$ cat src/efd_pkg.sv
`timescale 1ns / 1ps
// ----------------------------------------------------------------------------
// efd_pkg
// Shared types and constants for the escape-framed message deframer.
// ----------------------------------------------------------------------------
package efd_pkg;

    // Default payload buffer depth
    localparam int BUFFER_DEPTH_DEF = 128;

    // Field widths
    localparam int BYTE_W    = 8;
    localparam int POS_W     = 7;
    localparam int CFG_IDX_W = 1;
    localparam int TDATA_W   = 32;

    // Reset values of the configuration registers
    localparam logic [BYTE_W-1:0] ESCAPE_CODE_RST = 8'd92;
    localparam logic [BYTE_W-1:0] STOP_CODE_RST   = 8'd48;

    // Configuration register indexes
    typedef enum logic [CFG_IDX_W-1:0] {
        REG_ESCAPE_CODE = 1'b0,
        REG_STOP_CODE   = 1'b1
    } cfg_index_t;

    // Result kinds
    typedef enum logic {
        KIND_PAYLOAD  = 1'b0,
        KIND_COMPLETE = 1'b1
    } result_kind_t;

    // Live configuration
    typedef struct packed {
        logic [BYTE_W-1:0] escape_code;
        logic [BYTE_W-1:0] stop_code;
    } cfg_t;

    // One result item
    typedef struct packed {
        result_kind_t      result_kind;
        logic [BYTE_W-1:0] payload_byte;
        logic [POS_W-1:0]  byte_position;
        logic [BYTE_W-1:0] message_type;
        logic [POS_W-1:0]  message_length;
    } result_t;

endpackage

$ cat src/efd_decoder.sv
`timescale 1ns / 1ps
// ----------------------------------------------------------------------------
// efd_decoder
// Per-byte escape decode: holds the escape flag, pending message type and
// length counter, and forms at most one result for each processed byte.
// ----------------------------------------------------------------------------
module efd_decoder #(
    parameter int BUFFER_DEPTH = efd_pkg::BUFFER_DEPTH_DEF
) (
    input  logic                      aclk,
    input  logic                      aresetn,
    input  logic                      step,
    input  logic [efd_pkg::BYTE_W-1:0] rx_byte,
    input  efd_pkg::cfg_t             cfg,
    output logic                      res_valid,
    output efd_pkg::result_t          res
);

    localparam int LEN_W = (BUFFER_DEPTH > 1) ? $clog2(BUFFER_DEPTH) : 1;
    localparam logic [LEN_W-1:0] LEN_MAX = LEN_W'(BUFFER_DEPTH - 1);

    logic                       esc_pending_reg, esc_pending_next;
    logic [efd_pkg::BYTE_W-1:0] pend_type_reg, pend_type_next;
    logic [LEN_W-1:0]           len_reg, len_next;
    logic                       is_esc, is_stop;
    logic [LEN_W+efd_pkg::POS_W-1:0] len_ext;

    assign is_esc  = (rx_byte == cfg.escape_code);
    assign is_stop = (rx_byte == cfg.stop_code);
    // Low bits of the counter, zero-extended for shallow buffers
    assign len_ext = {{efd_pkg::POS_W{1'b0}}, len_reg};

    // Decode and next state
    always_comb begin
        esc_pending_next   = esc_pending_reg;
        pend_type_next     = pend_type_reg;
        len_next           = len_reg;
        res_valid          = 1'b0;
        res                = '0;
        res.result_kind    = efd_pkg::KIND_PAYLOAD;
        if (!esc_pending_reg && is_esc) begin
            esc_pending_next = 1'b1;
        end else if (esc_pending_reg && !is_esc) begin
            esc_pending_next = 1'b0;
            if (is_stop) begin
                // Completion; no report without a type
                pend_type_next = '0;
                if (pend_type_reg != '0) begin
                    res_valid          = 1'b1;
                    res.result_kind    = efd_pkg::KIND_COMPLETE;
                    res.message_type   = pend_type_reg;
                    res.message_length = len_ext[efd_pkg::POS_W-1:0];
                end
            end else begin
                pend_type_next = rx_byte;
                len_next       = '0;
            end
        end else begin
            // Payload byte (plain, or literal escape)
            esc_pending_next  = 1'b0;
            len_next          = (len_reg == LEN_MAX) ? len_reg : len_reg + 1'b1;
            res_valid         = 1'b1;
            res.payload_byte  = rx_byte;
            res.byte_position = len_ext[efd_pkg::POS_W-1:0];
        end
    end

    // State registers
    always_ff @(posedge aclk) begin
        if (!aresetn) begin
            esc_pending_reg <= 1'b0;
            pend_type_reg   <= '0;
            len_reg         <= '0;
        end else if (step) begin
            esc_pending_reg <= esc_pending_next;
            pend_type_reg   <= pend_type_next;
            len_reg         <= len_next;
        end
    end

`ifndef SYNTHESIS
    a_len_bound: assert property (@(posedge aclk) disable iff (!aresetn)
        len_reg <= LEN_MAX)
        else $error("length counter above buffer depth");
    a_complete_typed: assert property (@(posedge aclk) disable iff (!aresetn)
        res_valid && res.result_kind == efd_pkg::KIND_COMPLETE |->
        res.message_type != '0)
        else $error("completion reported with no type");
    a_payload_clean: assert property (@(posedge aclk) disable iff (!aresetn)
        res_valid && res.result_kind == efd_pkg::KIND_PAYLOAD |->
        res.message_type == '0 && res.message_length == '0)
        else $error("payload result carries message fields");
    a_escape_arms: assert property (@(posedge aclk) disable iff (!aresetn)
        step && !esc_pending_reg && is_esc |=> esc_pending_reg)
        else $error("escape byte did not arm flag");
`endif

endmodule

$ cat src/efd_out_reg.sv
`timescale 1ns / 1ps
// ----------------------------------------------------------------------------
// efd_out_reg
// Result register on the master side; holds a result until its transfer.
// ----------------------------------------------------------------------------
module efd_out_reg (
    input  logic             aclk,
    input  logic             aresetn,
    input  logic             load,
    input  efd_pkg::result_t res,
    output logic             free,
    output logic             m_tvalid,
    input  logic             m_tready,
    output efd_pkg::result_t m_res
);

    logic             vld_reg, vld_next;
    efd_pkg::result_t res_reg;

    // Register can take a new result when empty or draining
    assign free = !vld_reg || m_tready;

    always_comb begin
        vld_next = vld_reg;
        if (load) begin
            vld_next = 1'b1;
        end else if (m_tready) begin
            vld_next = 1'b0;
        end
    end

    always_ff @(posedge aclk) begin
        if (!aresetn) begin
            vld_reg <= 1'b0;
        end else begin
            vld_reg <= vld_next;
        end
    end

    // Payload, no reset
    always_ff @(posedge aclk) begin
        if (load) begin
            res_reg <= res;
        end
    end

    assign m_tvalid = vld_reg;
    assign m_res    = res_reg;

endmodule

$ cat src/escape_framed_message_deframer_core.sv
`timescale 1ns / 1ps
// ----------------------------------------------------------------------------
// escape_framed_message_deframer_core
// Escape byte-stuffing deframer: one received byte in, at most one payload
// or message-complete result out.
//
// Channel   Dir  Handshake             Content
// s_        in   s_tvalid/s_tready     rx_byte
// m_        out  m_tvalid/m_tready     result fields, kind in m_tuser
// cfg_      in   cfg_valid/cfg_ready   register index and data
//
// One byte per cycle sustained while the result register is free; a byte
// passes the input register, then decode into the result register.
// Reset (aresetn low, synchronous) clears both registers' valid flags, the
// decode state and restores escape 92 and stop 48.
// A stalled result register holds the decode stage; one more byte still
// lands in the input register only if that register is empty.
// ----------------------------------------------------------------------------
module escape_framed_message_deframer_core #(
    parameter int BUFFER_DEPTH = efd_pkg::BUFFER_DEPTH_DEF
) (
    input  logic                          aclk,
    input  logic                          aresetn,
    // rx_byte[7:0]
    input  logic                          s_tvalid,
    output logic                          s_tready,
    input  logic [efd_pkg::BYTE_W-1:0]     s_tdata,
    // payload_byte[7:0], byte_position[14:8], message_type[22:15],
    // message_length[29:23], zero[31:30]
    output logic                          m_tvalid,
    input  logic                          m_tready,
    output logic [efd_pkg::TDATA_W-1:0]    m_tdata,
    // result_kind[0]
    output logic                          m_tuser,
    input  logic                          cfg_valid,
    output logic                          cfg_ready,
    input  logic [efd_pkg::CFG_IDX_W-1:0]  cfg_index,
    input  logic [efd_pkg::BYTE_W-1:0]     cfg_data
);

    logic                       in_vld_reg, in_vld_next;
    logic [efd_pkg::BYTE_W-1:0] in_byte_reg;
    logic                       advance;
    logic                       out_free;
    logic                       res_valid;
    efd_pkg::result_t           res, m_res;
    efd_pkg::cfg_t              cfg_reg;

    // Configuration registers
    assign cfg_ready = 1'b1;
    always_ff @(posedge aclk) begin
        if (!aresetn) begin
            cfg_reg.escape_code <= efd_pkg::ESCAPE_CODE_RST;
            cfg_reg.stop_code   <= efd_pkg::STOP_CODE_RST;
        end else if (cfg_valid) begin
            case (efd_pkg::cfg_index_t'(cfg_index))
                efd_pkg::REG_ESCAPE_CODE: cfg_reg.escape_code <= cfg_data;
                efd_pkg::REG_STOP_CODE:   cfg_reg.stop_code   <= cfg_data;
                default: ;
            endcase
        end
    end

    // Input register
    assign advance  = in_vld_reg && out_free;
    assign s_tready = !in_vld_reg || advance;

    always_comb begin
        in_vld_next = in_vld_reg;
        if (s_tvalid && s_tready) begin
            in_vld_next = 1'b1;
        end else if (advance) begin
            in_vld_next = 1'b0;
        end
    end

    always_ff @(posedge aclk) begin
        if (!aresetn) begin
            in_vld_reg <= 1'b0;
        end else begin
            in_vld_reg <= in_vld_next;
        end
    end

    always_ff @(posedge aclk) begin
        if (s_tvalid && s_tready) begin
            in_byte_reg <= s_tdata;
        end
    end

    // Decode
    efd_decoder #(
        .BUFFER_DEPTH (BUFFER_DEPTH)
    ) u_decoder (
        .aclk      (aclk),
        .aresetn   (aresetn),
        .step      (advance),
        .rx_byte   (in_byte_reg),
        .cfg       (cfg_reg),
        .res_valid (res_valid),
        .res       (res)
    );

    // Result register
    efd_out_reg u_out_reg (
        .aclk     (aclk),
        .aresetn  (aresetn),
        .load     (advance && res_valid),
        .res      (res),
        .free     (out_free),
        .m_tvalid (m_tvalid),
        .m_tready (m_tready),
        .m_res    (m_res)
    );

    // Pack master-side fields
    assign m_tuser = m_res.result_kind;
    assign m_tdata = {2'b00, m_res.message_length, m_res.message_type,
                      m_res.byte_position, m_res.payload_byte};

endmodule
$ cat config.mk
export PLATFORM = sky130hd
export DESIGN_NAME = escape_framed_message_deframer_core
export DESIGN_NICKNAME = d
export VERILOG_FILES = /design/src/efd_pkg.sv /design/src/efd_decoder.sv /design/src/efd_out_reg.sv /design/src/escape_framed_message_deframer_core.sv
export SDC_FILE = /design/constraint.sdc
export NUM_CORES = 1
export LEC_CHECK = 0
export BUFFER_PORTS_ARGS = -buffer_cell sky130_fd_sc_hd__buf_4
export CAP_MARGIN = 20
export CORE_MARGIN = 4
export CORE_UTILIZATION = 50
export DETAILED_ROUTE_END_ITERATION = 10
export PLACE_DENSITY = 0.73
export SLEW_MARGIN = 5
export SYNTH_ARGS = -nofsm -noshare
export SYNTH_HDL_FRONTEND = slang
export SYNTH_SLANG_ARGS = --single-unit
$ cat constraint.sdc
create_clock -name aclk -period 7.2 [get_ports aclk]
set_input_delay 0.72 -clock aclk [delete_from_list [all_inputs] [get_ports aclk]]
set_output_delay 0.72 -clock aclk [all_outputs]
set_load 0.02 [all_outputs]
## Yosys cells after proc, flatten, opt, wreduce, memory -nomap -nowiden

Cells that the tools add are included.

| word-level totals | value |
|---|---|
| bits in registers | 73 |
| logic and storage cells | 58 |

| cells by class | value |
|---|---|
| add/subtract/negate cells | 1 |
| eq/ne operators | 5 |
| multiplexer cells | 13 |
| bitwise operators | 5 |
| reductions and logical operators | 21 |

Operator list:

| kind | count |
|---|---|
| $mux 7 | 3 |
| $eq 8x8->1 | 2 |
| $mux 1 | 9 |
| $mux 8 | 1 |
| $reduce_bool 8->1 | 1 |
| $add 7x1->7 const B | 1 |
| $eq 7x7->1 const B | 1 |
| $logic_and 1x1->1 | 5 |
| $not 1->1 | 5 |
| $logic_not 1->1 | 4 |
| $reduce_and 2->1 | 2 |
| $reduce_and 4->1 | 1 |
| $reduce_bool 2->1 | 2 |
| $reduce_or 2->1 | 2 |
| $reduce_or 4->1 | 1 |
| $reduce_and 3->1 | 1 |
| $logic_or 1x1->1 | 2 |
| $ne 2x1->1 const B | 1 |
| $ne 2x2->1 const B | 1 |

## Longest topological paths before layout

| depth | value |
|---|---|
| depth after elaboration | 7 |
| depth in mapped cells | 10 |
| mapped depth without buffers | 9 |

## Modules after synthesis

A second synthesis with hierarchy kept.

| second synthesis, totals | value |
|---|---|
| cell total of the unflattened synthesis | 286 |
| area, all modules | 3186.8 um^2 |

By module, submodules not included:

| module | times used | cells each | area each (um^2) |
|---|---|---|---|
| efd_decoder | 1 | 161 | 1223.7 |
| escape_framed_message_deframer_core | 1 | 90 | 983.4 |
| efd_out_reg | 1 | 35 | 979.7 |

## Worst setup path before layout

No wires, ideal clock.

| timing path | value |
|---|---|
| kind | register to register |
| from | register in_byte_reg[6] (netlist name) |
| to | register u_out_reg.res_reg, in the netlist u_out_reg.m_res[0] (enable) |
| setup time | 0.419 ns |
| data arrival time | 2.759 ns |
| required time | 6.781 ns |
| setup slack | 4.022 ns |
| stages on the path, launching flop included | 8 |
| path buffers | 0 |
| period minus slack after synthesis | 3.178 ns |
| cells stage by stage | edfxtp_1 xor2_1 nor2_1 nand4_1 inv_1 ha_1 or3b_1 nor2_1 |

| on the way | value |
|---|---|
| longest elaborated chain between the ends | 6 |

Ends and longest elaborated chain:

| item | RTL line | RTL |
|---|---|---|
| start, declared | escape_framed_message_deframer_core.sv:42 | `logic [efd_pkg::BYTE_W-1:0] in_byte_reg;` |
| start signal, assigned | escape_framed_message_deframer_core.sv:87 | `in_byte_reg <= s_tdata;` |
| $eq 8x8->1 | efd_decoder.sv:28 | `assign is_esc = (rx_byte == cfg.escape_code);` |
| $logic_not 1->1 | efd_decoder.sv:43 | `end else if (esc_pending_reg && !is_esc) begin` |
| $logic_and 1x1->1 | efd_decoder.sv:43 |  |
| $mux 1 | efd_decoder.sv:43 |  |
| $mux 1 (*) | efd_decoder.sv:41 | `if (!esc_pending_reg && is_esc) begin` |
| $logic_and 1x1->1 (*) | escape_framed_message_deframer_core.sv:108 | `.load (advance && res_valid),` |
| via u_out_reg.load | efd_out_reg.sv:9 | `input logic load,` |
| end signal, assigned | efd_out_reg.sv:43 | `res_reg <= res;` |
| end, declared | efd_out_reg.sv:18 | `efd_pkg::result_t res_reg;` |

The timed path passes the listed nets; every way through them passes the cells marked *.
A chain may end at the register's enable or synchronous reset.

## Worst setup path after layout

| timing path | value |
|---|---|
| from | register in_byte_reg[1] (netlist name) |
| to | register u_decoder.len_reg[0] |

| on the way | value |
|---|---|
| longest elaborated chain between the ends | 5 |

Ends and longest elaborated chain:

| item | RTL line | RTL |
|---|---|---|
| $eq 8x8->1 | efd_decoder.sv:28 |  |
| $logic_not 1->1 | efd_decoder.sv:43 |  |
| $logic_and 1x1->1 | efd_decoder.sv:43 |  |
| $ne 2x2->1 (no source line) or $ne 2x1->1 (tied branches) | - |  |
| $reduce_and 4->1 (no source line) | - |  |
| end signal, assigned | efd_decoder.sv:77 | `len_reg <= len_next;` |
| end, declared | efd_decoder.sv:24 | `logic [LEN_W-1:0] len_reg, len_next;` |

Several ways; a longest one is shown, not always the timed one.

==> summary.txt <==
Floorplanning
  – DIE HEIGHT: 86.5 um
  – Initial Util: 0.518
  – Die Wd: 86.5 um
  – IO Count: 58
  – CORE AREA: 5960 um2
  – Row count: 28
  – Die Area: 7490 um2

Cells and area
  – Area delta synth->final: 20.6%
  – Number of diodes: 0
  – Fin nets: 354
  – Core Util, Final: 0.625
  – Max reg flops: 31
  – Layout cells sized above 1: 0.225
  – Finished Layout Cells: 409

Worst setup path
  – CP Data Arrival Time: 2.66 ns
  – CP Launch Type: register
  – Worst setup EP type: register
  – Worst endpoint required time: 7.42 ns
  – Critical path fanouts, max: 11
  – Kind of critical path: register to register

Clock network
  – TritonCTS clock tree: built
  – Max clock buf depth: 2
  – CTS Buf Count: 9
  – Worst-Skew Late Latency: 0.33 ns
  – Resized Gates After CTS: 0
  – Cts hold-fix bufs: 0
  – CTS clock-pin slew for the worst setup and hold paths: 0.07 ns
  – CTS sink cnt: 73
  – Depth of the CTS H-tree: 3
  – Root Driver: clkbuf_8
  – Post-CTS setup buffers: 0

STA
  – Fmax: 0.411 GHz
  – Slew Viols, Final: 0
  – RSZ-0062 raised after global routing: false
  – Period utilization: 0.338
  – Final setup violation count: 0
  – Period minus WS final: 2.43 ns
  – Setup Skew: 0.00436 ns
  – Final hold vios: 0
  – Relative slew slack: 0.494
  – Final setup TNS: 0 ns
  – Worst-Margin Slew: 0.757 ns

Power
  – Combinational power share: 0.080
  – Worst VDD drop: 0.188 mV
  – Pwr dens: 228 nW/um2
  – Clk pwr share: 0.370
  – Register share of total power: 0.549
  – Sw frac: 0.228
  – Static Leakage: 0.00145 uW
  – Int Power: 654 uW
  – Switching pwr: 193 uW

Routing
  – DRT Wirelength: 5840 um
  – WL/cell: 14.3 um
  – Pre-Repair DR Iteration Count: 4
  – Metal3 WL: 346 um
  – Post-route ant nets: 0
  – DR vias: 2,104
  – Max Used Layer: met4
  – Routed met1 length: 2570 um
  – Met2 routed WL: 2810 um
  – DR vias/cell: 5.14
  – Final routed DRC violation total: 0
  – DRT iter0 DRCs: 120

Placement
  – Placed Instances: 393
  – Final RePlAce weighted congestion: 0.771
  – DPL Wire Length: 4270 um
  – PortBufs: 54

Global routing
  – Global-route wire length before repair: 9660 um
  – Initial antenna violation count: 0
  – Vias in the first global route: 1,994
  – Largest net degree at the start of global routing: 32
  – Total track usage: 0.166
  – Grt ovf: 0

Synth
  – Post-Synth XOR/XNOR Area: 0.0454
  – Top FF cell, synth: edfxtp_1
  – Yosys cell types: 34
  – Synth Instances: 276
  – Post-synth ARST share: 0
  – Cell Area, Synth: 3080 um2
  – Syn avg cell area: 11.2 um2
  – Seq/Total Area, Yosys: 0.600
  – Post-synthesis mux area share: 0.00325
  – Post-synth EDFFs: 39
  – Ys Warns: 0
  – Adder-cell area share of the yosys netlist: 0.0122
  – Combinational family with the most area after synthesis: simple AND/OR/NAND/NOR gates
  – Post-Synth Simple-Gate Area: 0.221
  – Synth Area in Compound Gates: 0.0824
  – #FFs+latches synth: 73

Status
  – Outcome: complete, no violations

Job
  – Max-cap check violation count: 0

Min path
  – Hold WC Path Type: register to register
-- cell usage after synthesis (all sizes together) (2+ instances only) --
library cell  instances  area share
nand2                47       0.057
edfxtp               39        0.38
and2                 34       0.069
dfxtp                34        0.22
a21boi               11       0.027
nand3                10       0.016
xnor2                10       0.028
and3                  8       0.016
clkbuf                8      0.0097
o2bb2ai               8       0.023
a21oi                 6      0.0097
buf                   6       0.016
inv                   6      0.0073
xor2                  6       0.017
nor2                  5      0.0069
nor2b                 5       0.010
nor4                  4      0.0081
o21ai                 4      0.0065
o31ai                 4      0.0097
or4                   4      0.0097
ha                    3       0.012
nand4                 3      0.0061
conb                  2      0.0024
nand2b                2      0.0041
-- worst paths after layout --
kind / from / end / slack [ns] / cells past startpoint
worst max-delay path: in_byte_reg[1] / u_decoder.len_reg[0] / 4.77 / 8
worst min register to register: cfg_reg[13] / cfg_reg[13] / 0.48 / 2
worst max register to register: in_byte_reg[1] / u_decoder.len_reg[0] / 4.77 / 8
worst min-delay path: cfg_reg[13] / cfg_reg[13] / 0.48 / 2
-- placed cells by master (no fill, tap or decap), types with 6 or more instances in the layout --
| cell | n |
|---|---|
| buf_4 | 55 |
| nand2_1 | 47 |
| edfxtp_1 | 39 |
| and2_1 | 34 |
| dfxtp_1 | 34 |
| a21boi_0 | 11 |
| xnor2_1 | 10 |
| nand3_1 | 10 |
| clkbuf_8 | 10 |
| and3_1 | 8 |
| o2bb2ai_1 | 8 |
| inv_1 | 6 |
| a21oi_1 | 6 |
| xor2_1 | 6 |
-- power by group through the flow --
stage	logic [uW]	clock network (uW)	registers (uW)
final	67.9	314	465
after global routing	74.9	338	467
after CTS	68.8	320	465
after detailed placement	68.4	0	475
after global placement	67.9	0	474
after floorplan	33.5	0	482
-- worst max-delay path, cell delays in order (launching register included) --
cell      delay, ns
edfxtp_1       0.45
xor2_1         0.18
nor4_1         0.28
nand4_1        0.18
ha_1           0.26
nor4_1         0.33
nand2b_1       0.37
o21ai_0        0.14
o311a_1        0.13
-- cell type report --
cell class | instances | area (um2)
Inverter | 6 | 22.5
Clock inverter | 5 | 55.1
Sequential cell | 73 | 1850
Timing Repair Buffer | 55 | 413
Multi-Input combinational cell | 184 | 1140
Tap cell | 75 | 93.8
Clock buffer | 11 | 141
Fill cell | 518 | 2240
-- cells by family after synthesis --
group	after synthesis
simple gates	126
fa+ha+maj	3
mux	1
flops	73
buf+inv	20
xor+xnor	16
compound gates	35
other cells	2
-- per-layer routing --
metal,up-vias,global-route usage
met2,54,0.267
met3,12,0.0371
met4,0,0.0765
met5,-,0
li1,1063,-
met1,975,0.215
-- metrics by stage --
step	setup slack [ns]	power (uW)	hold slack, ns	cell area [um2]
floorplan	4.02	515	0.455	3090
global placement	4.77	542	0.467	3520
detailed placement	4.63	543	0.473	3520
CTS	4.59	855	0.484	3710
global route	4.53	879	0.502	3720
finish	4.77	847	0.481	3720
No activity file was read; power rests on OpenSTA's default activity.
